<file path="src/design/lpfp_pkg.sv">
// ----------------------------------------------------------------------------
// Frame parser package
// Types, register indexes, event codes and defaults of the frame parser.
// ----------------------------------------------------------------------------
`default_nettype none

package lpfp_pkg;

	localparam int LPFP_ID_COUNT    = 32;
	localparam int LPFP_QUEUE_DEPTH = 2;
	localparam int LPFP_CFG_IDX_W   = 8;

	localparam logic [LPFP_CFG_IDX_W-1:0] REG_HEADER_FIRST   = 8'd0;
	localparam logic [LPFP_CFG_IDX_W-1:0] REG_HEADER_SECOND  = 8'd1;
	localparam logic [LPFP_CFG_IDX_W-1:0] REG_ID_ENABLE_MASK = 8'd2;
	localparam logic [LPFP_CFG_IDX_W-1:0] REG_MAX_LENGTH     = 8'd3;

	localparam logic [7:0]  RST_HEADER_FIRST  = 8'hAA;
	localparam logic [7:0]  RST_HEADER_SECOND = 8'h55;
	localparam logic [31:0] RST_ID_MASK       = 32'h0;
	localparam logic [15:0] RST_MAX_LENGTH    = 16'd1024;

	localparam logic [7:0] ID_BIG_ENDIAN    = 8'hFF;
	localparam logic [7:0] ID_LITTLE_ENDIAN = 8'hFE;

	typedef enum logic [2:0] {
		EV_NONE   = 3'd0,
		EV_BYTE   = 3'd1,
		EV_EMPTY  = 3'd2,
		EV_BIG    = 3'd3,
		EV_LITTLE = 3'd4,
		EV_BADID  = 3'd5,
		EV_LENERR = 3'd6
	} lpfp_event_t;

	typedef struct packed {
		logic [7:0]  header_first;
		logic [7:0]  header_second;
		logic [31:0] id_enable_mask;
		logic [15:0] max_length;
	} lpfp_cfg_t;

	typedef struct packed {
		logic [7:0] rx_byte;
		logic       is_head1;
		logic       is_head2;
		logic       is_big;
		logic       is_little;
		logic       id_ok;
	} lpfp_class_t;

endpackage

`default_nettype wire

</file>
<file path="src/design/lpfp_in_if.sv">
// ----------------------------------------------------------------------------
// Received byte channel
// Valid/ready channel that carries one received byte per item.
// ----------------------------------------------------------------------------
`default_nettype none

interface lpfp_in_if;
	logic       valid;
	logic       ready;
	logic [7:0] rx_byte;

	modport source (output valid, output rx_byte, input ready);
	modport sink (input valid, input rx_byte, output ready);
endinterface

`default_nettype wire

</file>
<file path="src/design/lpfp_out_if.sv">
// ----------------------------------------------------------------------------
// Parser result channel
// Valid/ready channel that carries one parser result per item.
// ----------------------------------------------------------------------------
`default_nettype none

interface lpfp_out_if;
	logic        valid;
	logic        ready;
	logic [2:0]  event_res;
	logic [7:0]  frame_id;
	logic [7:0]  payload_byte;
	logic [15:0] payload_index;
	logic [15:0] frame_length;
	logic        frame_end;

	modport source (output valid, output event_res, output frame_id, output payload_byte,
		output payload_index, output frame_length, output frame_end, input ready);
	modport sink (input valid, input event_res, input frame_id, input payload_byte,
		input payload_index, input frame_length, input frame_end, output ready);
endinterface

`default_nettype wire

</file>
<file path="src/design/lpfp_cfg_if.sv">
// ----------------------------------------------------------------------------
// Configuration write channel
// Valid/ready channel that carries a register index and write data.
// ----------------------------------------------------------------------------
`default_nettype none

interface lpfp_cfg_if;
	logic        valid;
	logic        ready;
	logic [7:0]  index;
	logic [31:0] data;

	modport source (output valid, output index, output data, input ready);
	modport sink (input valid, input index, input data, output ready);
endinterface

`default_nettype wire

</file>
<file path="src/design/lpfp_regs.sv">
// ----------------------------------------------------------------------------
// Frame parser configuration registers
// Holds the header values, the id enable mask and the length limit.
// ----------------------------------------------------------------------------
`default_nettype none

module lpfp_regs (
	input  wire logic         clk,
	input  wire logic         arst_n,
	lpfp_cfg_if.sink          cfg,
	output lpfp_pkg::lpfp_cfg_t regs
);
	import lpfp_pkg::*;

	lpfp_cfg_t regs_q;

	assign cfg.ready = 1'b1;
	assign regs      = regs_q;

	always_ff @(posedge clk or negedge arst_n) begin
		if (!arst_n) begin
			regs_q.header_first   <= RST_HEADER_FIRST;
			regs_q.header_second  <= RST_HEADER_SECOND;
			regs_q.id_enable_mask <= RST_ID_MASK;
			regs_q.max_length     <= RST_MAX_LENGTH;
		end else if (cfg.valid) begin
			case (cfg.index)
				REG_HEADER_FIRST:   regs_q.header_first   <= cfg.data[7:0];
				REG_HEADER_SECOND:  regs_q.header_second  <= cfg.data[7:0];
				REG_ID_ENABLE_MASK: regs_q.id_enable_mask <= cfg.data;
				REG_MAX_LENGTH:     regs_q.max_length     <= cfg.data[15:0];
				default: ;
			endcase
		end
	end
endmodule

`default_nettype wire

</file>
<file path="src/design/lpfp_front.sv">
// ----------------------------------------------------------------------------
// Frame parser front end
// Accepts received bytes and tags each with its header and id matches.
// ----------------------------------------------------------------------------
`default_nettype none

module lpfp_front #(
	parameter int ID_COUNT = lpfp_pkg::LPFP_ID_COUNT
) (
	lpfp_in_if.sink                   rx,
	input  wire lpfp_pkg::lpfp_cfg_t  regs,
	input  wire logic                 queue_full,
	output logic                      push,
	output lpfp_pkg::lpfp_class_t     push_item
);
	import lpfp_pkg::*;

	logic id_in_range;

	assign rx.ready = !queue_full;
	assign push     = rx.valid && !queue_full;

	assign id_in_range = {1'b0, rx.rx_byte} < 9'(ID_COUNT);

	always_comb begin
		push_item.rx_byte   = rx.rx_byte;
		push_item.is_head1  = rx.rx_byte == regs.header_first;
		push_item.is_head2  = rx.rx_byte == regs.header_second;
		push_item.is_big    = rx.rx_byte == ID_BIG_ENDIAN;
		push_item.is_little = rx.rx_byte == ID_LITTLE_ENDIAN;
		push_item.id_ok     = id_in_range && regs.id_enable_mask[rx.rx_byte[4:0]];
	end
endmodule

`default_nettype wire

</file>
<file path="src/design/lpfp_queue.sv">
// ----------------------------------------------------------------------------
// Frame parser item queue
// Short first-in first-out queue of tagged bytes between front and back.
// ----------------------------------------------------------------------------
`default_nettype none

module lpfp_queue #(
	parameter int DEPTH = lpfp_pkg::LPFP_QUEUE_DEPTH
) (
	input  wire logic                  clk,
	input  wire logic                  arst_n,
	input  wire logic                  push,
	input  wire lpfp_pkg::lpfp_class_t push_item,
	input  wire logic                  pop,
	output logic                       full,
	output logic                       not_empty,
	output lpfp_pkg::lpfp_class_t      head_item
);
	import lpfp_pkg::*;

	localparam int AW = (DEPTH > 1) ? $clog2(DEPTH) : 1;
	localparam int CW = $clog2(DEPTH + 1);

	lpfp_class_t   mem_q [DEPTH];
	logic [AW-1:0] wr_ptr_q;
	logic [AW-1:0] rd_ptr_q;
	logic [CW-1:0] count_q;

	assign full      = count_q == CW'(DEPTH);
	assign not_empty = count_q != '0;
	assign head_item = mem_q[rd_ptr_q];

	always_ff @(posedge clk) begin
		if (push) begin
			mem_q[wr_ptr_q] <= push_item;
		end
	end

	always_ff @(posedge clk or negedge arst_n) begin
		if (!arst_n) begin
			wr_ptr_q <= '0;
			rd_ptr_q <= '0;
			count_q  <= '0;
		end else begin
			if (push) begin
				wr_ptr_q <= (wr_ptr_q == AW'(DEPTH - 1)) ? '0 : wr_ptr_q + AW'(1);
			end
			if (pop) begin
				rd_ptr_q <= (rd_ptr_q == AW'(DEPTH - 1)) ? '0 : rd_ptr_q + AW'(1);
			end
			if (push && !pop) begin
				count_q <= count_q + CW'(1);
			end else if (pop && !push) begin
				count_q <= count_q - CW'(1);
			end
		end
	end
endmodule

`default_nettype wire

</file>
<file path="src/design/lpfp_back.sv">
// ----------------------------------------------------------------------------
// Frame parser back end
// Runs the frame state machine on tagged bytes and registers each result.
// ----------------------------------------------------------------------------
`default_nettype none

module lpfp_back (
	input  wire logic                  clk,
	input  wire logic                  arst_n,
	input  wire lpfp_pkg::lpfp_cfg_t   regs,
	input  wire logic                  item_valid,
	input  wire lpfp_pkg::lpfp_class_t item,
	output logic                       pop,
	lpfp_out_if.source                 res
);
	import lpfp_pkg::*;

	typedef enum logic [4:0] {
		PH_HEAD1 = 5'b00001,
		PH_HEAD2 = 5'b00010,
		PH_ID    = 5'b00100,
		PH_LEN   = 5'b01000,
		PH_DATA  = 5'b10000
	} lpfp_phase_t;

	lpfp_phase_t phase_q, phase_d;
	logic        big_q, big_d;
	logic [7:0]  id_q, id_d;
	logic [15:0] len_q, len_d;
	logic        seen_q, seen_d;
	logic [15:0] cnt_q, cnt_d;
	logic [15:0] cnt_inc;

	lpfp_event_t ev_d, ev_q;
	logic [7:0]  pbyte_d, pbyte_q;
	logic [15:0] pidx_d, pidx_q;
	logic        fend_d, fend_q;
	logic        res_valid_q;

	assign pop     = item_valid && (!res_valid_q || res.ready);
	assign cnt_inc = cnt_q + 16'd1;

	always_comb begin
		phase_d = phase_q;
		big_d   = big_q;
		id_d    = id_q;
		len_d   = len_q;
		seen_d  = seen_q;
		cnt_d   = cnt_q;
		ev_d    = EV_NONE;
		pbyte_d = '0;
		pidx_d  = '0;
		fend_d  = 1'b0;
		case (phase_q)
			PH_HEAD2: begin
				phase_d = item.is_head2 ? PH_ID : PH_HEAD1;
			end
			PH_ID: begin
				id_d = item.rx_byte;
				if (item.is_big) begin
					big_d   = 1'b1;
					ev_d    = EV_BIG;
					phase_d = PH_HEAD1;
				end else if (item.is_little) begin
					big_d   = 1'b0;
					ev_d    = EV_LITTLE;
					phase_d = PH_HEAD1;
				end else if (item.id_ok) begin
					seen_d  = 1'b0;
					phase_d = PH_LEN;
				end else begin
					ev_d    = EV_BADID;
					phase_d = PH_HEAD1;
				end
			end
			PH_LEN: begin
				if (!seen_q) begin
					len_d  = {8'h00, item.rx_byte};
					seen_d = 1'b1;
				end else begin
					len_d  = big_q ? {len_q[7:0], item.rx_byte} : {item.rx_byte, len_q[7:0]};
					seen_d = 1'b0;
					cnt_d  = '0;
					if (len_d > regs.max_length) begin
						ev_d    = EV_LENERR;
						phase_d = PH_HEAD1;
					end else if (len_d == '0) begin
						ev_d    = EV_EMPTY;
						fend_d  = 1'b1;
						phase_d = PH_HEAD1;
					end else begin
						phase_d = PH_DATA;
					end
				end
			end
			PH_DATA: begin
				ev_d    = EV_BYTE;
				pbyte_d = item.rx_byte;
				pidx_d  = cnt_q;
				cnt_d   = cnt_inc;
				if (cnt_inc >= len_q) begin
					fend_d  = 1'b1;
					cnt_d   = '0;
					phase_d = PH_HEAD1;
				end
			end
			default: begin
				phase_d = item.is_head1 ? PH_HEAD2 : PH_HEAD1;
			end
		endcase
	end

	always_ff @(posedge clk or negedge arst_n) begin
		if (!arst_n) begin
			phase_q     <= PH_HEAD1;
			big_q       <= 1'b1;
			id_q        <= '0;
			len_q       <= '0;
			seen_q      <= 1'b0;
			cnt_q       <= '0;
			res_valid_q <= 1'b0;
		end else begin
			if (pop) begin
				phase_q <= phase_d;
				big_q   <= big_d;
				id_q    <= id_d;
				len_q   <= len_d;
				seen_q  <= seen_d;
				cnt_q   <= cnt_d;
			end
			if (pop) begin
				res_valid_q <= 1'b1;
			end else if (res.ready) begin
				res_valid_q <= 1'b0;
			end
		end
	end

	always_ff @(posedge clk) begin
		if (pop) begin
			ev_q    <= ev_d;
			pbyte_q <= pbyte_d;
			pidx_q  <= pidx_d;
			fend_q  <= fend_d;
		end
	end

	assign res.valid         = res_valid_q;
	assign res.event_res     = ev_q;
	assign res.frame_id      = id_q;
	assign res.payload_byte  = pbyte_q;
	assign res.payload_index = pidx_q;
	assign res.frame_length  = len_q;
	assign res.frame_end     = fend_q;
endmodule

`default_nettype wire

</file>
<file path="src/design/length_prefixed_frame_parser_unit.sv">
// An accepted byte goes into the item queue, then into the registered result.
// The parser takes one byte per cycle while the result channel is not stalled.
// While a result waits, input continues until the two-entry queue is full.
// Reset (arst_n low) restores the register defaults and the hunting state at once.
// ----------------------------------------------------------------------------
// Length-prefixed frame parser
// Hunts for a two-byte header, reads id and length, streams the payload.
// ----------------------------------------------------------------------------
`default_nettype none

module length_prefixed_frame_parser_unit #(
	parameter int ID_COUNT    = lpfp_pkg::LPFP_ID_COUNT,
	parameter int QUEUE_DEPTH = lpfp_pkg::LPFP_QUEUE_DEPTH
) (
	input wire logic   clk,
	input wire logic   arst_n,
	lpfp_in_if.sink    rx,
	lpfp_out_if.source result,
	lpfp_cfg_if.sink   cfg
);
	import lpfp_pkg::*;

	lpfp_cfg_t   regs;
	logic        push;
	lpfp_class_t push_item;
	logic        pop;
	logic        queue_full;
	logic        queue_not_empty;
	lpfp_class_t head_item;

	lpfp_regs u_regs (
		.clk    (clk),
		.arst_n (arst_n),
		.cfg    (cfg),
		.regs   (regs)
	);

	lpfp_front #(
		.ID_COUNT (ID_COUNT)
	) u_front (
		.rx         (rx),
		.regs       (regs),
		.queue_full (queue_full),
		.push       (push),
		.push_item  (push_item)
	);

	lpfp_queue #(
		.DEPTH (QUEUE_DEPTH)
	) u_queue (
		.clk       (clk),
		.arst_n    (arst_n),
		.push      (push),
		.push_item (push_item),
		.pop       (pop),
		.full      (queue_full),
		.not_empty (queue_not_empty),
		.head_item (head_item)
	);

	lpfp_back u_back (
		.clk        (clk),
		.arst_n     (arst_n),
		.regs       (regs),
		.item_valid (queue_not_empty),
		.item       (head_item),
		.pop        (pop),
		.res        (result)
	);
endmodule

`default_nettype wire

</file>
<file path="src/flat_wrapper.sv">
// flat-port wrapper written by rule: the top's interface ports become plain ports
module length_prefixed_frame_parser_unit_flat import lpfp_pkg::*;
#(
	parameter int ID_COUNT    = lpfp_pkg::LPFP_ID_COUNT,
	parameter int QUEUE_DEPTH = lpfp_pkg::LPFP_QUEUE_DEPTH
)
  (clk, arst_n, rx_valid, rx_rx_byte, rx_ready, result_valid, result_event_res, result_frame_id, result_payload_byte, result_payload_index, result_frame_length, result_frame_end, result_ready, cfg_valid, cfg_index, cfg_data, cfg_ready);
  lpfp_in_if rx_i ();
  lpfp_out_if result_i ();
  lpfp_cfg_if cfg_i ();
  input wire logic clk;
  input wire logic arst_n;
  input wire logic [$bits(rx_i.valid)-1:0] rx_valid;
  input wire logic [$bits(rx_i.rx_byte)-1:0] rx_rx_byte;
  output wire logic [$bits(rx_i.ready)-1:0] rx_ready;
  output wire logic [$bits(result_i.valid)-1:0] result_valid;
  output wire logic [$bits(result_i.event_res)-1:0] result_event_res;
  output wire logic [$bits(result_i.frame_id)-1:0] result_frame_id;
  output wire logic [$bits(result_i.payload_byte)-1:0] result_payload_byte;
  output wire logic [$bits(result_i.payload_index)-1:0] result_payload_index;
  output wire logic [$bits(result_i.frame_length)-1:0] result_frame_length;
  output wire logic [$bits(result_i.frame_end)-1:0] result_frame_end;
  input wire logic [$bits(result_i.ready)-1:0] result_ready;
  input wire logic [$bits(cfg_i.valid)-1:0] cfg_valid;
  input wire logic [$bits(cfg_i.index)-1:0] cfg_index;
  input wire logic [$bits(cfg_i.data)-1:0] cfg_data;
  output wire logic [$bits(cfg_i.ready)-1:0] cfg_ready;
  assign rx_i.valid = rx_valid;
  assign rx_i.rx_byte = rx_rx_byte;
  assign rx_ready = rx_i.ready;
  assign result_valid = result_i.valid;
  assign result_event_res = result_i.event_res;
  assign result_frame_id = result_i.frame_id;
  assign result_payload_byte = result_i.payload_byte;
  assign result_payload_index = result_i.payload_index;
  assign result_frame_length = result_i.frame_length;
  assign result_frame_end = result_i.frame_end;
  assign result_i.ready = result_ready;
  assign cfg_i.valid = cfg_valid;
  assign cfg_i.index = cfg_index;
  assign cfg_i.data = cfg_data;
  assign cfg_ready = cfg_i.ready;
  length_prefixed_frame_parser_unit #(.ID_COUNT(ID_COUNT), .QUEUE_DEPTH(QUEUE_DEPTH)) u_core (.clk(clk), .arst_n(arst_n), .rx(rx_i), .result(result_i), .cfg(cfg_i));
endmodule
</file>
<file path="config.mk">
export PLATFORM = sky130hd
export DESIGN_NAME = length_prefixed_frame_parser_unit_flat
export DESIGN_NICKNAME = d
export VERILOG_FILES = /design/src/design/lpfp_pkg.sv /design/src/design/lpfp_in_if.sv /design/src/design/lpfp_out_if.sv /design/src/design/lpfp_cfg_if.sv /design/src/design/lpfp_regs.sv /design/src/design/lpfp_front.sv /design/src/design/lpfp_queue.sv /design/src/design/lpfp_back.sv /design/src/design/length_prefixed_frame_parser_unit.sv /design/src/flat_wrapper.sv
export SDC_FILE = /design/constraint.sdc
export NUM_CORES = 1
export LEC_CHECK = 0
export ABC_AREA = 1
export BUFFER_PORTS_ARGS = -buffer_cell sky130_fd_sc_hd__buf_4
export CAP_MARGIN = 20
export CELL_PAD_IN_SITES_DETAIL_PLACEMENT = 1
export CELL_PAD_IN_SITES_GLOBAL_PLACEMENT = 2
export CORE_ASPECT_RATIO = 1.5
export CORE_UTILIZATION = 35
export DETAILED_ROUTE_END_ITERATION = 16
export GPL_ROUTABILITY_DRIVEN = 0
export PLACE_DENSITY = 0.84
export REMOVE_ABC_BUFFERS = 1
export SYNTH_ARGS = -nofsm -noshare
export SYNTH_HDL_FRONTEND = slang
export SYNTH_SLANG_ARGS = --single-unit
</file>
<file path="constraint.sdc">
create_clock -name clk -period 3.15 [get_ports clk]
set_clock_uncertainty 0.15 [all_clocks]
set_input_delay 0.315 -clock clk [delete_from_list [all_inputs] [get_ports clk]]
set_output_delay 0.315 -clock clk [all_outputs]
set_load 0.01 [all_outputs]
</file>
==> Word-level counts from Yosys, hierarchy flattened <==
Memories as Yosys holds them, arrays and structs flattened.
Cells that the tools add are included.
{ "totals": {"ram_bits": 26, "reg_bits": 144, "input_bits": 53, "mem_count": 1} }
{ "mem_list": {"columns": ["memory", "depth", "word_bits", "read_ports", "rd_clocked_by_memory_dff", "wr", "line", "source"], "rows": [
  ["u_core.u_queue.mem_q", 2, 13, 1, 0, 1, "lpfp_queue.sv:24", "lpfp_class_t mem_q [DEPTH];"]
]} }
{ "op_classes": {"reduce_logical": 28, "n_mux": 44, "addsub": 5, "eq_ne": 17, "order_cmp": 4} }
{ "ops": {"columns": ["op", "count"], "rows": [
  ["$mux 16", 4],
  ["$pmux 16 s2", 1],
  ["$mux 5", 4],
  ["$pmux 5 s4", 1],
  ["$mux 3", 6],
  ["$mux 1", 17],
  ["$add 16x1->16 const B", 1],
  ["$eq 8x2->1 const B", 2],
  ["$eq 8x8->1", 2],
  ["$eq 8x8->1 const B", 2],
  ["$ge 16x16->1", 1],
  ["$gt 16x16->1", 1],
  ["$logic_not 16->1", 1],
  ["$mux 4", 3],
  ["$reduce_and 2->1", 6],
  ["$reduce_bool 2->1", 6],
  ["$pmux 3 s3", 1],
  ["$reduce_and 3->1", 3],
  ["$eq 8x1->1 const B", 1],
  ["$logic_not 8->1", 1],
  ["$lt 8x6->1 const B", 1],
  ["$mux 2", 4],
  ["$ne 2x2->1 const B", 4],
  ["$lt 5x6->1 const B", 1],
  ["15 further kinds", 24]
]} }

==> Logic depth before layout (Yosys ltp) <==
Gate-level depths: netlist (run 1).
{ "logic_depth": {"word_depth": 7, "ltp_mapped": 21} }

==> Cells and area by module <==
Synthesis (run 1) repeated with hierarchy kept, for this count alone.
{ "unflattened": {"cells_unflattened": 1030, "hier_area_um2": 9072.5} }
{ "modules_own_cells": {"columns": ["mod", "instances", "area_per_inst_um2", "cells_per_inst"], "rows": [
  ["lpfp_back", 1, 4468.0, 532],
  ["lpfp_regs", 1, 2782.7, 297],
  ["lpfp_queue", 1, 1144.8, 65],
  ["lpfp_front", 1, 676.9, 136]
]} }

==> Worst setup path after synthesis (run 1) <==
No wires, ideal clock.
{ "synth_timing": {"path_kind": "flip-flop to flip-flop", "from": "reg u_core.u_back.cnt_q[2]", "to": "reg u_core.u_back.cnt_q[1]", "n_path_buf": 1, "slack_ns": 0.351, "arrival_time_ns": 2.566, "path_stages_with_launch": 16, "period_less_slack_ns": 2.799, "cell_sequence": "dfrtp_1 > nand3_1 > nor3_1 > nand3_1 > nor2_1 > xor2_1 > inv_1 > ha_1 > a21oi_1 > o21ai_0 > a21oi_1 > nand4_1 > nor2_1 > buf_2 > nand2_1 > o21ai_0"} }
{ "synth_via": {"elab_chain_cells": 4} }
{ "synth_rtl": {"columns": ["element", "line", "source"], "rows": [
  ["start, declared", "lpfp_back.sv:31", "logic [15:0] cnt_q, cnt_d;"],
  ["start signal, assigned", "lpfp_back.sv:129", "cnt_q <= cnt_d;"],
  ["$add 16x1->16", "lpfp_back.sv:41", "assign cnt_inc = cnt_q + 16'd1;"],
  ["$ge 16x16->1", "lpfp_back.sv:101", "if (cnt_inc >= len_q) begin"],
  ["$mux 16", "lpfp_back.sv:101", null],
  ["$pmux 16 s2", "lpfp_back.sv:54", "case (phase_q)"]
]} }
Every way passes these cells.
A chain may end at the register's enable or synchronous reset.

==> Worst setup path after layout (run 1) <==
{ "layout_timing": {"from": "reg u_core.u_back.cnt_q[1]", "to": "reg u_core.u_back.cnt_q[12]"} }
{ "layout_via": {"elab_chain_cells": 4} }
{ "layout_rtl": {"columns": ["element", "line"], "rows": [
  ["$add 16x1->16 *", "lpfp_back.sv:41"],
  ["$ge 16x16->1", "lpfp_back.sv:101"],
  ["$mux 16 *", "lpfp_back.sv:101"],
  ["$pmux 16 s2 *", "lpfp_back.sv:54"]
]} }
Mark *: on every way between the ends. The rest lies on a longest branch, timed or not.

==> results.txt, run 1 <==
Outcome -> complete, no violations
Layout cell share with drive strength beyond 1 -> 0.2147
Maximum number of pins on one net before global-route repair -> 49
Pwr Density -> 782.8 mW/mm²
Count of state elements after synthesis -> 170
Worst Tran Pin Value -> 0.8458 ns
Cell Rows -> 69
Top library cells by usage in the layout, fill and taps aside -> sky130_fd_sc_hd__nand2_1, sky130_fd_sc_hd__buf_4, sky130_fd_sc_hd__inv_1
Clock latency at the later pin of the worst-skew pair -> 0.44 ns
Worst setup SP type -> flip-flop
Worst relative slew slack -> 0.4342
Share of power burned in combinational logic -> 0.404
Remaining Overflow, GRT -> 0
Global-route wire length before repair -> 38.73 mm
Summed area of non-filler cells in the final layout -> 0.01111 mm²
Kind of critical path -> reg2reg
Sinks on Clock Net -> 170
CP max FO -> 11
CP Data Required Time -> 3.31 ns
Diodes inserted -> 0
Number of input and output port buffers inserted -> 106
# IOs -> 108
Cell area after synthesis -> 0.008531 mm²
Antenna violations before repair -> 0
Share of the synthesized area in the top cell type -> 0.3080
Seq pwr share -> 0.362
Die Area -> 0.02501 mm²
Post-route ant nets -> 0
Number of buffers created by CTS -> 17
Ys Warns -> 0
Mean post-synth cell area -> 8.696 µm²
Class of the tightest hold or removal check -> in2reg
Sequential fraction of the synthesis area -> 0.5320
Root Buffer -> sky130_fd_sc_hd__clkbuf_16
Area overhead of the layout relative to synthesis -> 30.21%
Half-perimeter wire length after detailed placement -> 18.35 mm
Via count of the routed design -> 7173
Max-cap violation count -> 0
Average routed wire per standard cell -> 16.15 µm
Count of cell types in the netlist -> 39
Leakage Power -> 0.005236 µW
Final critical delay including setup and external delays -> 3.081 ns
Final core utilization -> 0.4662
Final Hold Vio Count -> 0
Post-route worst hold slack -> 0.01564 ns
Number of pins exceeding their max-slew limit in the final report -> 0
Clock group share of total power -> 0.235
CP Capture Type -> flip-flop
Combined global-route utilization of all metal layers -> 0.2029
Setup violations, final -> 0
Starting DRT DRC Count -> 275
Internal power component -> 5361 µW
Max Freq -> 324.6 MHz
Nets -> 1243
Starting density of the core -> 0.3580
Biggest area contributors in the synthesized netlist -> sky130_fd_sc_hd__dfrtp_1, sky130_fd_sc_hd__edfxtp_1, sky130_fd_sc_hd__nand2_1, sky130_fd_sc_hd__o21ai_0, sky130_fd_sc_hd__inv_1
Switching power -> 3334 µW
Most frequent standard cell in the layout excluding fill and tap cells -> sky130_fd_sc_hd__nand2_1
Area post-placement -> 0.009938 mm²
Final critical-path share of the clock period -> 0.9780
Arrival @ worst endpoint -> 3.24 ns
Post-Synthesis Cells -> 981
Fraction of power spent switching nets -> 0.3834
# DRC -> 0
Core Footprint -> 0.02383 mm²
DRT Pass-1 Iters -> 4
Largest area contributor in the synthesized netlist -> sky130_fd_sc_hd__dfrtp_1
Maximum resistive drop on vdd -> 430.9 µV
Clock-pin slew reported for the worst setup and hold paths after clock tree synthesis -> 0.07 ns
Total Wirelength -> 24.03 mm
Vias in the first global route -> 7468
Detailed-route vias per instance -> 4.821
Clock Tree Buf Depth -> 2
Height of the die -> 193.2 µm
Number of levels in the clock H-tree -> 4
Clock tree from TritonCTS -> done
Die boundary width -> 129.5 µm
-- Yosys cell counts (all sizes together) --
cell and n:
dfstp 11, mux2i 2, xor2 16, o2111ai 5, o31ai 1, clkinv 2
a21oi 32, nor2 71, a22oi 2, nor4 3, buf 9, o21bai 1
or4 1, a221oi 1, nor3 8, a21o 3, or2 3, nand3 59
o22ai 4, nor3b 1, conb 1, nand4 17, dfrtp 105, o211ai 5
ha 34, o21ai 109, inv 132, xnor2 17, nand2 250, clkbuf 22
edfxtp 54
-- critical path, cell delays in order (launching register included) --
cell and delay [ns]:
sky130_fd_sc_hd__dfrtp_1 0.37, sky130_fd_sc_hd__buf_4 0.13, sky130_fd_sc_hd__ha_4 0.15, sky130_fd_sc_hd__nand3_4 0.08, sky130_fd_sc_hd__nor2_4 0.11, sky130_fd_sc_hd__nand3_2 0.10, sky130_fd_sc_hd__nor2_4 0.16, sky130_fd_sc_hd__nand2_2 0.07
sky130_fd_sc_hd__xor2_1 0.14, sky130_fd_sc_hd__inv_1 0.10, sky130_fd_sc_hd__ha_4 0.28, sky130_fd_sc_hd__nand4_1 0.13, sky130_fd_sc_hd__nor3_2 0.24, sky130_fd_sc_hd__nand3_1 0.12, sky130_fd_sc_hd__nand4_1 0.15, sky130_fd_sc_hd__buf_4 0.14
sky130_fd_sc_hd__nor2_4 0.04, sky130_fd_sc_hd__buf_12 0.15, sky130_fd_sc_hd__nand2_1 0.06, sky130_fd_sc_hd__o21ai_0 0.08
-- through the flow --
stage / setup TNS, ns / power (µW) / worst slack (ns) / cells
final: 0 / 8695 / 0.06930 / 1488
after floorplan: 0 / 4952 / 0.03494 / 950
after global placement: -2.133 / 6364 / -0.1825 / 1419
after global routing: -0.9338 / 9312 / -0.08528 / 1488
after CTS: 0 / 8653 / 0.0003757 / 1481
after detailed placement: -4.443 / 6488 / -0.3564 / 1419
-- timing repair --
item / in CTS / in global routing
gates resized for setup: 12 / 40
hold buffers: 26 / 0
buffers inserted: 4 / 7
endpoints found under the hold margin: 62 / 0
setup endpoints to repair: 17 / 21
pin swaps: 3 / 15
-- power by group through the flow --
| stage | logic (µW) | registers, µW | clock network (µW) |
|---|---|---|---|
| 2_1_floorplan | 1650 | 3310 | 0 |
| 3_3_place_gp | 3210 | 3150 | 0 |
| 3_5_place_dp | 3300 | 3180 | 0 |
| 4_1_cts | 3420 | 3140 | 2090 |
| 5_1_grt | 3950 | 3210 | 2160 |
| 6_report | 3510 | 3150 | 2040 |
-- area by class of cell --
class                   count  area [µm²]
fillers                  2866       12720
flip-flops and latches    170        4539
multi-input cells         646        3587
repair buffers            187        1505
inverters                 134       505.5
clock buffers              18       450.4
well taps                 319       399.1
clock inverters            14       121.4
-- worst paths after layout --
path                       slack (ns)                                    end  depth (start not counted)                                  start
max                              0.07    u_core.u_back.cnt_q[12]$_DFFE_PN0P_                         19     u_core.u_back.cnt_q[1]$_DFFE_PN0P_
min                              0.02     u_core.u_regs.regs[52]$_DFFE_PN1P_                          3                            cfg_data[4]
max reg2reg                      0.07    u_core.u_back.cnt_q[12]$_DFFE_PN0P_                         19     u_core.u_back.cnt_q[1]$_DFFE_PN0P_
min reg2reg                      0.33  u_core.u_queue.count_q[0]$_DFFE_PN0P_                          1  u_core.u_queue.count_q[0]$_DFFE_PN0P_
max in group asynchronous        1.85     u_core.u_regs.regs[10]$_DFFE_PN1P_                          3                                 arst_n
min in group asynchronous        0.26   u_core.u_back.phase_q[2]$_DFFE_PN0P_                          2                                 arst_n
-- logic make-up (layout without fill, tap and decap cells) --
group / count (synthesis) / in the layout / share of synthesized area
AO/OA/AOI/OAI: 163 / 163 / 0.1046
XOR/XNOR: 33 / 33 / 0.03388
adder cells (fa/ha/maj): 34 / 34 / 0.04987
buffers and inverters: 165 / 353 / 0.07509
flip-flops: 170 / 170 / 0.5320
multiplexers: 2 / 2 / 0.002347
other: 1 / 1 / 0.0004396
AND/OR/NAND/NOR: 413 / 413 / 0.2018
-- sequential cells by signal, summed over array words and instances, names as in the netlist --
name,count
u_core.u_queue.count_q,2
u_core.u_back.res.frame_length,16
u_core.u_back.big_q,1
u_core.u_back.res.payload_byte,8
u_core.u_back.cnt_q,16
u_core.u_back.res.frame_end,1
u_core.u_back.res.payload_index,16
u_core.u_back.res.event_res,3
u_core.u_queue.mem_q,26
u_core.u_back.seen_q,1
u_core.u_back.phase_q,5
u_core.u_back.res.valid,1
u_core.u_back.res.frame_id,8
u_core.u_regs.regs,64
u_core.u_queue.rd_ptr_q,1
u_core.u_queue.wr_ptr_q,1
-- metal layers --
metal  vias up  part of all wire  track usage  wire length [µm]
met4         0             0.027      0.07537               651
met3        37             0.025      0.03014               601
met2       127              0.56       0.3879             13510
li1       3551                 -            -                 -
met1      3458              0.39       0.2195              9258
met5         -                 0            0                 0
Power figures use the tool's default switching activity.
==> inputs of run 2 (changes only) <==
==> constraint.sdc (replaced) <==
create_clock -name clk -period 3.5 [get_ports clk]
set_clock_uncertainty 0.15 [all_clocks]
set_input_delay 0.35 -clock clk [delete_from_list [all_inputs] [get_ports clk]]
set_output_delay 0.35 -clock clk [all_outputs]
set_load 0.01 [all_outputs]
==> results.txt, run 2 (synthesis gave the netlist of run 1 again) <==
CP Capture Type -> flip-flop
Remaining Overflow, GRT -> 0 (unchanged)
Final critical-path share of the clock period -> 0.9127 (-0.06529)
Class of the tightest hold or removal check -> in2reg
Most frequent standard cell in the layout excluding fill and tap cells -> sky130_fd_sc_hd__nand2_1
Starting DRT DRC Count -> 331 (+20%)
Pwr Density -> 717.4 mW/mm² (-8.4%)
Clock latency at the later pin of the worst-skew pair -> 0.42 ns (-0.02 ns)
Nets -> 1191 (-4.2%)
Clock tree from TritonCTS -> done
Height of the die -> 193.2 µm (unchanged)
Top library cells by usage in the layout, fill and taps aside -> sky130_fd_sc_hd__nand2_1, sky130_fd_sc_hd__inv_1, sky130_fd_sc_hd__buf_4
Number of input and output port buffers inserted -> 106 (unchanged)
Number of buffers created by CTS -> 17 (unchanged)
Worst Tran Pin Value -> 0.8597 ns (+0.01399 ns)
Outcome -> complete, no violations
Number of pins exceeding their max-slew limit in the final report -> 0 (unchanged)
Worst path slowest cell -> sky130_fd_sc_hd__dfrtp_1
Area post-placement -> 0.009728 mm² (-2.1%)
Sinks on Clock Net -> 170 (unchanged)
Half-perimeter wire length after detailed placement -> 17.95 mm (-2.2%)
Core Footprint -> 0.02383 mm² (unchanged)
FF-to-FF path depth -> 17 (-2)
Arrival @ worst endpoint -> 3.37 ns (+0.13 ns)
Total Wirelength -> 23.07 mm (-4.0%)
Critical path cell sequence -> ha_1 -> nand3_1 -> nor2_1 -> nand3_1 -> nor2_2 -> nand4_1 -> xor2_1 -> inv_1 -> ha_1 -> nand2_1 -> nor2_1 -> a21oi_1 -> nand4_1 -> nor2_1 -> buf_4 -> nand2_1 -> o21ai_0
Number of buffers and inverters on the critical path -> 2 (-2)
Starting density of the core -> 0.3580 (unchanged)
Maximum resistive drop on vdd -> 350.8 µV (-19%)
Via count of the routed design -> 6942 (-3.2%)
Clock-pin slew reported for the worst setup and hold paths after clock tree synthesis -> 0.06 ns (about the same)
Final Hold Vio Count -> 0 (unchanged)
Worst setup SP type -> flip-flop
Setup violations, final -> 0 (unchanged)
Slowest stage delay, CP -> 0.39 ns (+0.02 ns)
# IOs -> 108 (unchanged)
Summed area of non-filler cells in the final layout -> 0.01043 mm² (-6.1%)
Kind of critical path -> reg2reg
CP Data Required Time -> 3.68 ns (+0.37 ns)
Maximum number of pins on one net before global-route repair -> 70 (+43%)
Final setup TNS -> 0 ns (unchanged)
Number of flip-flops under the largest register name -> 64 (unchanged)
CP max FO -> 12 (+1)
Max Freq -> 313.0 MHz (-3.6%)
Count of cell instances traversed by the critical path -> 17 (-2)
Global-route wire length before repair -> 38.06 mm (-1.7%)
Kind of cell with the highest combined delay on the critical path -> simple AND/OR/NAND/NOR gates
Post-route ant nets -> 0 (unchanged)
# DRC -> 0 (unchanged)
Final critical delay including setup and external delays -> 3.194 ns (+0.1138 ns)
Max-cap violation count -> 0 (unchanged)
Diodes inserted -> 0 (unchanged)
Cell mode on critical path -> sky130_fd_sc_hd__nor2_1
Die boundary width -> 129.5 µm (unchanged)
Number of levels in the clock H-tree -> 4 (unchanged)
Root Buffer -> sky130_fd_sc_hd__clkbuf_16
Vias in the first global route -> 7421 (-0.63%)
Average routed wire per standard cell -> 16.07 µm (-0.50%)
Leakage Power -> 0.004943 µW (-5.6%)
Layout cell share with drive strength beyond 1 -> 0.1567 (-0.05804)
Detailed-route vias per instance -> 4.834 (+0.28%)
Clock Tree Buf Depth -> 2 (unchanged)
Combined global-route utilization of all metal layers -> 0.1983 (-0.004627)
RSZ-0062 raised after global routing -> no
Die Area -> 0.02501 mm² (unchanged)
Area overhead of the layout relative to synthesis -> 22.25%
Number of stages on the worst hold path -> 3 (unchanged)
Fill cell total of the finished layout -> 2900 (+1.2%)
DRT Pass-1 Iters -> 4 (unchanged)
Cell Rows -> 69 (unchanged)
Worst relative slew slack -> 0.4248 (-0.009357)
Antenna violations before repair -> 0 (unchanged)
run 2: changes by cell type in the layout (fill, tap and decap cells not counted), sizes merged:
cell / delta
buf: -39
dlygate4sd3: -13
inv: -11
clkbuf: +7
bufinv: +2
clkinvlp: +2
run 2: stage by stage:
| step | power [µW] | util | worst slack [ns] | hold WS [ns] | instances |
|---|---|---|---|---|---|
| floorplan | 4457 | - | 0.3849 | -0.09559 | 950 |
| global placement | 5616 | 0.4083 | 0.3258 | 0.2696 | 1391 |
| detailed placement | 5715 | 0.4083 | 0.2090 | 0.2664 | 1391 |
| CTS | 7589 | 0.4374 | 0.1072 | 0.001471 | 1436 |
| global route | 8046 | 0.4377 | 0.03225 | 0.005768 | 1436 |
| finish | 7482 | 0.4377 | 0.3055 | 0.01453 | 1436 |
run 2: per-layer routing:
| metal | vias up | global-route usage | wire [µm] |
|---|---|---|---|
| met2 | 120 | 0.3767 | 12840 |
| li1 | 3443 | - | - |
| met1 | 3354 | 0.2168 | 9258 |
| met5 | - | 0 | 0 |
| met3 | 25 | 0.02987 | 478 |
| met4 | 0 | 0.07235 | 490 |
run 2: final cells by class:
cell class	instances	area (µm²)	area share
Sequential cell	170	4538	0.4352
Multi-Input combinational cell	646	3367	0.3229
Timing Repair Buffer	135	1059	0.1015
Inverter	134	503.0	0.04823
Clock buffer	25	469.2	0.04499
Tap cell	319	399.1	0.03827
Clock inverter	7	93.84	0.008998
run 2: report_power, final:
group | internal, µW | switching, µW | total (µW)
logic | 1050 | 1780 | 2830
registers | 2580 | 250 | 2830
clock network | 1080 | 745 | 1820
run 2: timing repair:
| item | CTS | global route |
|---|---|---|
| setup endpoints to repair | 0 | 16 |
| resized for setup | 0 | 3 |
| endpoints found under the hold margin | 51 | 0 |
| setup buffers | 0 | 0 |
| hold buffers | 13 | 0 |
run 2: final timing paths:
path | start | to | slack (ns)
min in group asynchronous | arst_n | u_core.u_back.res.valid$_DFFE_PN0P_ | 0.35
max in group asynchronous | arst_n | u_core.u_regs.regs[10]$_DFFE_PN1P_ | 2.00
hold / removal | cfg_data[29] | u_core.u_regs.regs[45]$_DFFE_PN0P_ | 0.01
setup / recovery | u_core.u_back.cnt_q[0]$_DFFE_PN0P_ | u_core.u_back.cnt_q[3]$_DFFE_PN0P_ | 0.31
hold reg to reg | u_core.u_regs.regs[36]$_DFFE_PN0P_ | u_core.u_regs.regs[36]$_DFFE_PN0P_ | 0.32
setup reg to reg | u_core.u_back.cnt_q[0]$_DFFE_PN0P_ | u_core.u_back.cnt_q[3]$_DFFE_PN0P_ | 0.31
run 2: worst register-to-register path, stage by stage (launching register included):
cell and delay, ns:
sky130_fd_sc_hd__dfrtp_1 0.39, sky130_fd_sc_hd__ha_1 0.20, sky130_fd_sc_hd__nand3_1 0.12, sky130_fd_sc_hd__nor2_1 0.17, sky130_fd_sc_hd__nand3_1 0.11, sky130_fd_sc_hd__nor2_2 0.19, sky130_fd_sc_hd__nand4_1 0.13, sky130_fd_sc_hd__xor2_1 0.16
sky130_fd_sc_hd__inv_1 0.08, sky130_fd_sc_hd__ha_1 0.27, sky130_fd_sc_hd__nand2_1 0.10, sky130_fd_sc_hd__nor2_1 0.05, sky130_fd_sc_hd__a21oi_1 0.19, sky130_fd_sc_hd__nand4_1 0.24, sky130_fd_sc_hd__nor2_1 0.16, sky130_fd_sc_hd__buf_4 0.21
sky130_fd_sc_hd__nand2_1 0.07, sky130_fd_sc_hd__o21ai_0 0.10
==> inputs of run 3 (changes only) <==
--- a/config.mk
+++ b/config.mk
@@ -10,7 +10,6 @@
 export CAP_MARGIN = 20
 export CELL_PAD_IN_SITES_DETAIL_PLACEMENT = 1
 export CELL_PAD_IN_SITES_GLOBAL_PLACEMENT = 2
-export CORE_ASPECT_RATIO = 1.5
 export CORE_UTILIZATION = 35
 export DETAILED_ROUTE_END_ITERATION = 16
 export GPL_ROUTABILITY_DRIVEN = 0
==> results.txt, run 3 (synthesis gave the netlist of run 1 again) <==
Clock latency at the later pin of the worst-skew pair -> 0.44 ns (+0.02 ns)
Pwr Density -> 720.6 mW/mm² (+0.45%)
Number of input and output port buffers inserted -> 106 (unchanged)
Startpoint of the most critical setup path -> u_core.u_back.cnt_q[0]$_DFFE_PN0P_
FF-to-FF path depth -> 16 (-1)
DP Cell Count -> 1388 (-0.22%)
Fill cell total of the finished layout -> 2864 (-1.2%)
Cell Rows -> 56 (-19%)
Worst relative slew slack -> 0.4228 (-0.002015)
Remaining Overflow, GRT -> 0 (unchanged)
Number of levels in the clock H-tree -> 4 (unchanged)
Top library cells by usage in the layout, fill and taps aside -> sky130_fd_sc_hd__nand2_1, sky130_fd_sc_hd__inv_1, sky130_fd_sc_hd__buf_4
Via count of the routed design -> 6977 (+0.50%)
Total power consumption of the routed design -> 7537 µW (+0.74%)
Layout cell share with drive strength beyond 1 -> 0.1598 (+0.003152)
Post-route insts no fill -> 1439 (+0.21%)
Clock Tree Buf Depth -> 2 (unchanged)
Clock tree from TritonCTS -> done
Worst-case register-to-register setup slack -> 0.31 ns (about the same)
CP max FO -> 7 (-5)
Die Area -> 0.02500 mm² (about the same)
Post-route ant nets -> 0 (unchanged)
Number of buffers created by CTS -> 17 (unchanged)
Average routed wire per standard cell -> 16.29 µm (+1.4%)
Slowest stage delay, CP -> 0.40 ns (about the same)
Final critical delay including setup and external delays -> 3.194 ns (-0.0007890 ns)
Most frequent standard cell in the layout excluding fill and tap cells -> sky130_fd_sc_hd__nand2_1
Combined global-route utilization of all metal layers -> 0.2012 (+0.002903)
Total Wirelength -> 23.44 mm (+1.6%)
Half-perimeter wire length after detailed placement -> 17.55 mm (-2.2%)
Starting density of the core -> 0.3602 (+0.002194)
Antenna violations before repair -> 0 (unchanged)
Final Hold Vio Count -> 0 (unchanged)
Critical path cell sequence -> nand3_1 -> nor3_1 -> buf_4 -> nand3_1 -> nor2_1 -> xor2_1 -> inv_1 -> ha_1 -> a21oi_1 -> o21ai_0 -> a21oi_1 -> nand4_1 -> nand2_1 -> inv_1 -> nand2_1 -> o21ai_0
Number of pins exceeding their max-slew limit in the final report -> 0 (unchanged)
Maximum number of pins on one net before global-route repair -> 77 (+10%)
Vias in the first global route -> 7418 (-0.040%)
Area overhead of the layout relative to synthesis -> 22.60%
Number of stages on the worst hold path -> 3 (unchanged)
Height of the die -> 158.1 µm (-18%)
Leakage Power -> 0.004968 µW (+0.51%)
Min setup slack post-route -> 0.3063 ns (+0.0007890 ns)
Core Footprint -> 0.02368 mm² (-0.61%)
Max-cap violation count -> 0 (unchanged)
Worst hold start -> cfg_data[25]
Max Freq -> 313.1 MHz (about the same)
Detailed-route vias per instance -> 4.849 (+0.29%)
Final critical-path share of the clock period -> 0.9125 (about the same)
Worst path slowest cell -> sky130_fd_sc_hd__dfrtp_1
Die boundary width -> 158.1 µm (+22%)
Sinks on Clock Net -> 170 (unchanged)
Worst reg2reg endpoint -> u_core.u_back.phase_q[3]$_DFFE_PN0P_
Setup violations, final -> 0 (unchanged)
Nets -> 1194 (+0.25%)
Number of flip-flops under the largest register name -> 64 (unchanged)
Worst r2r src -> u_core.u_back.cnt_q[0]$_DFFE_PN0P_
# IOs -> 108 (unchanged)
Dpl ws -> 0.3226 ns (+0.1135 ns)
Global-route wire length before repair -> 38.61 mm (+1.5%)
CP Data Required Time -> 3.66 ns (-0.02 ns)
CP Capture Type -> flip-flop
Kind of critical path -> reg2reg
Worst setup SP type -> flip-flop
Worst Tran Pin Value -> 0.8628 ns (+0.003012 ns)
Root Buffer -> sky130_fd_sc_hd__clkbuf_16
Outcome -> complete, no violations
Maximum resistive drop on vdd -> 269.3 µV (-23%)
Class of the tightest hold or removal check -> in2reg
DRT Pass-1 Iters -> 4 (unchanged)
Arrival @ worst endpoint -> 3.36 ns (about the same)
Final core utilization -> 0.4416 (+0.003950)
Diodes inserted -> 0 (unchanged)
Starting DRT DRC Count -> 238 (-28%)
Sink of the worst hold path -> u_core.u_regs.regs[41]$_DFFE_PN0P_
Clock-pin slew reported for the worst setup and hold paths after clock tree synthesis -> 0.08 ns (+0.02 ns)
# DRC -> 0 (unchanged)
[run 3: cell types whose count changed in the layout (fill, tap and decap cells not counted), sizes merged]
cell	previous run	this run
clkinvlp	2	1
clkbuf	25	18
dlygate4sd3	13	16
inv	132	142
bufinv	2	0
[run 3: routing by layer]
layer | share of wire | up-vias | GRT usage
met5 | 0 | - | 0
met3 | 0.025 | 26 | 0.02820
met4 | 0.018 | 0 | 0.06731
li1 | - | 3455 | -
met2 | 0.50 | 117 | 0.3553
met1 | 0.46 | 3379 | 0.2508
[run 3: through the flow]
step	hold WS, ns	instance area (µm²)	TNS (ns)
finish	0.006043	10460	0
detailed placement	0.2470	9706	0
global placement	0.2430	9706	0
floorplan	-0.09559	8393	0
global route	0.007262	10460	-0.006864
CTS	0.004210	10430	0
[run 3: power by group]
part | internal [µW] | switching, µW | total (µW)
clock | 960 | 891 | 1850
combinational | 1050 | 1800 | 2850
sequential | 2580 | 258 | 2830
total | 4580 | 2950 | 7540
[run 3: worst max-delay path: cells and delay by family (launching register included)]
kind,cells,cell delay [ns]
xor+xnor,1,0.17
compound gates,4,0.54
simple gates,7,1.15
flops,1,0.40
fa+ha+maj,1,0.30
buf+inv,3,0.37
[run 3: worst max-delay path by stage]
stage / end / slack, ns / depth (start not counted)
6_report: u_core.u_back.phase_q[3]$_DFFE_PN0P_ / 0.31 / 16
5_1_grt: u_core.u_back.phase_q[4]$_DFFE_PN0P_ / -0.005 / 17
2_1_floorplan: u_core.u_back.seen_q$_DFFE_PN0P_ / 0.38 / 10
4_1_cts: u_core.u_back.phase_q[3]$_DFFE_PN0P_ / 0.28 / 17
3_3_place_gp: u_core.u_back.cnt_q[4]$_DFFE_PN0P_ / 0.43 / 17
3_5_place_dp: u_core.u_back.phase_q[4]$_DFFE_PN0P_ / 0.32 / 16
[run 3: final cells by class]
cell class | instances | area [µm²] | area share
Clock buffer | 18 | 439.2 | 0.04199
Clock inverter | 14 | 128.9 | 0.01232
Inverter | 134 | 503.0 | 0.04809
Multi-Input combinational cell | 646 | 3362 | 0.3214
Sequential cell | 170 | 4538 | 0.4339
Tap cell | 319 | 399.1 | 0.03816
Timing Repair Buffer | 138 | 1089 | 0.1041
[run 3: what timing repair did]
action,CTS,global route
resized for setup,0,1
setup buffers,0,2
hold endpoints to repair,53,0
hold buffers,16,0
endpoints found under the setup margin,0,16
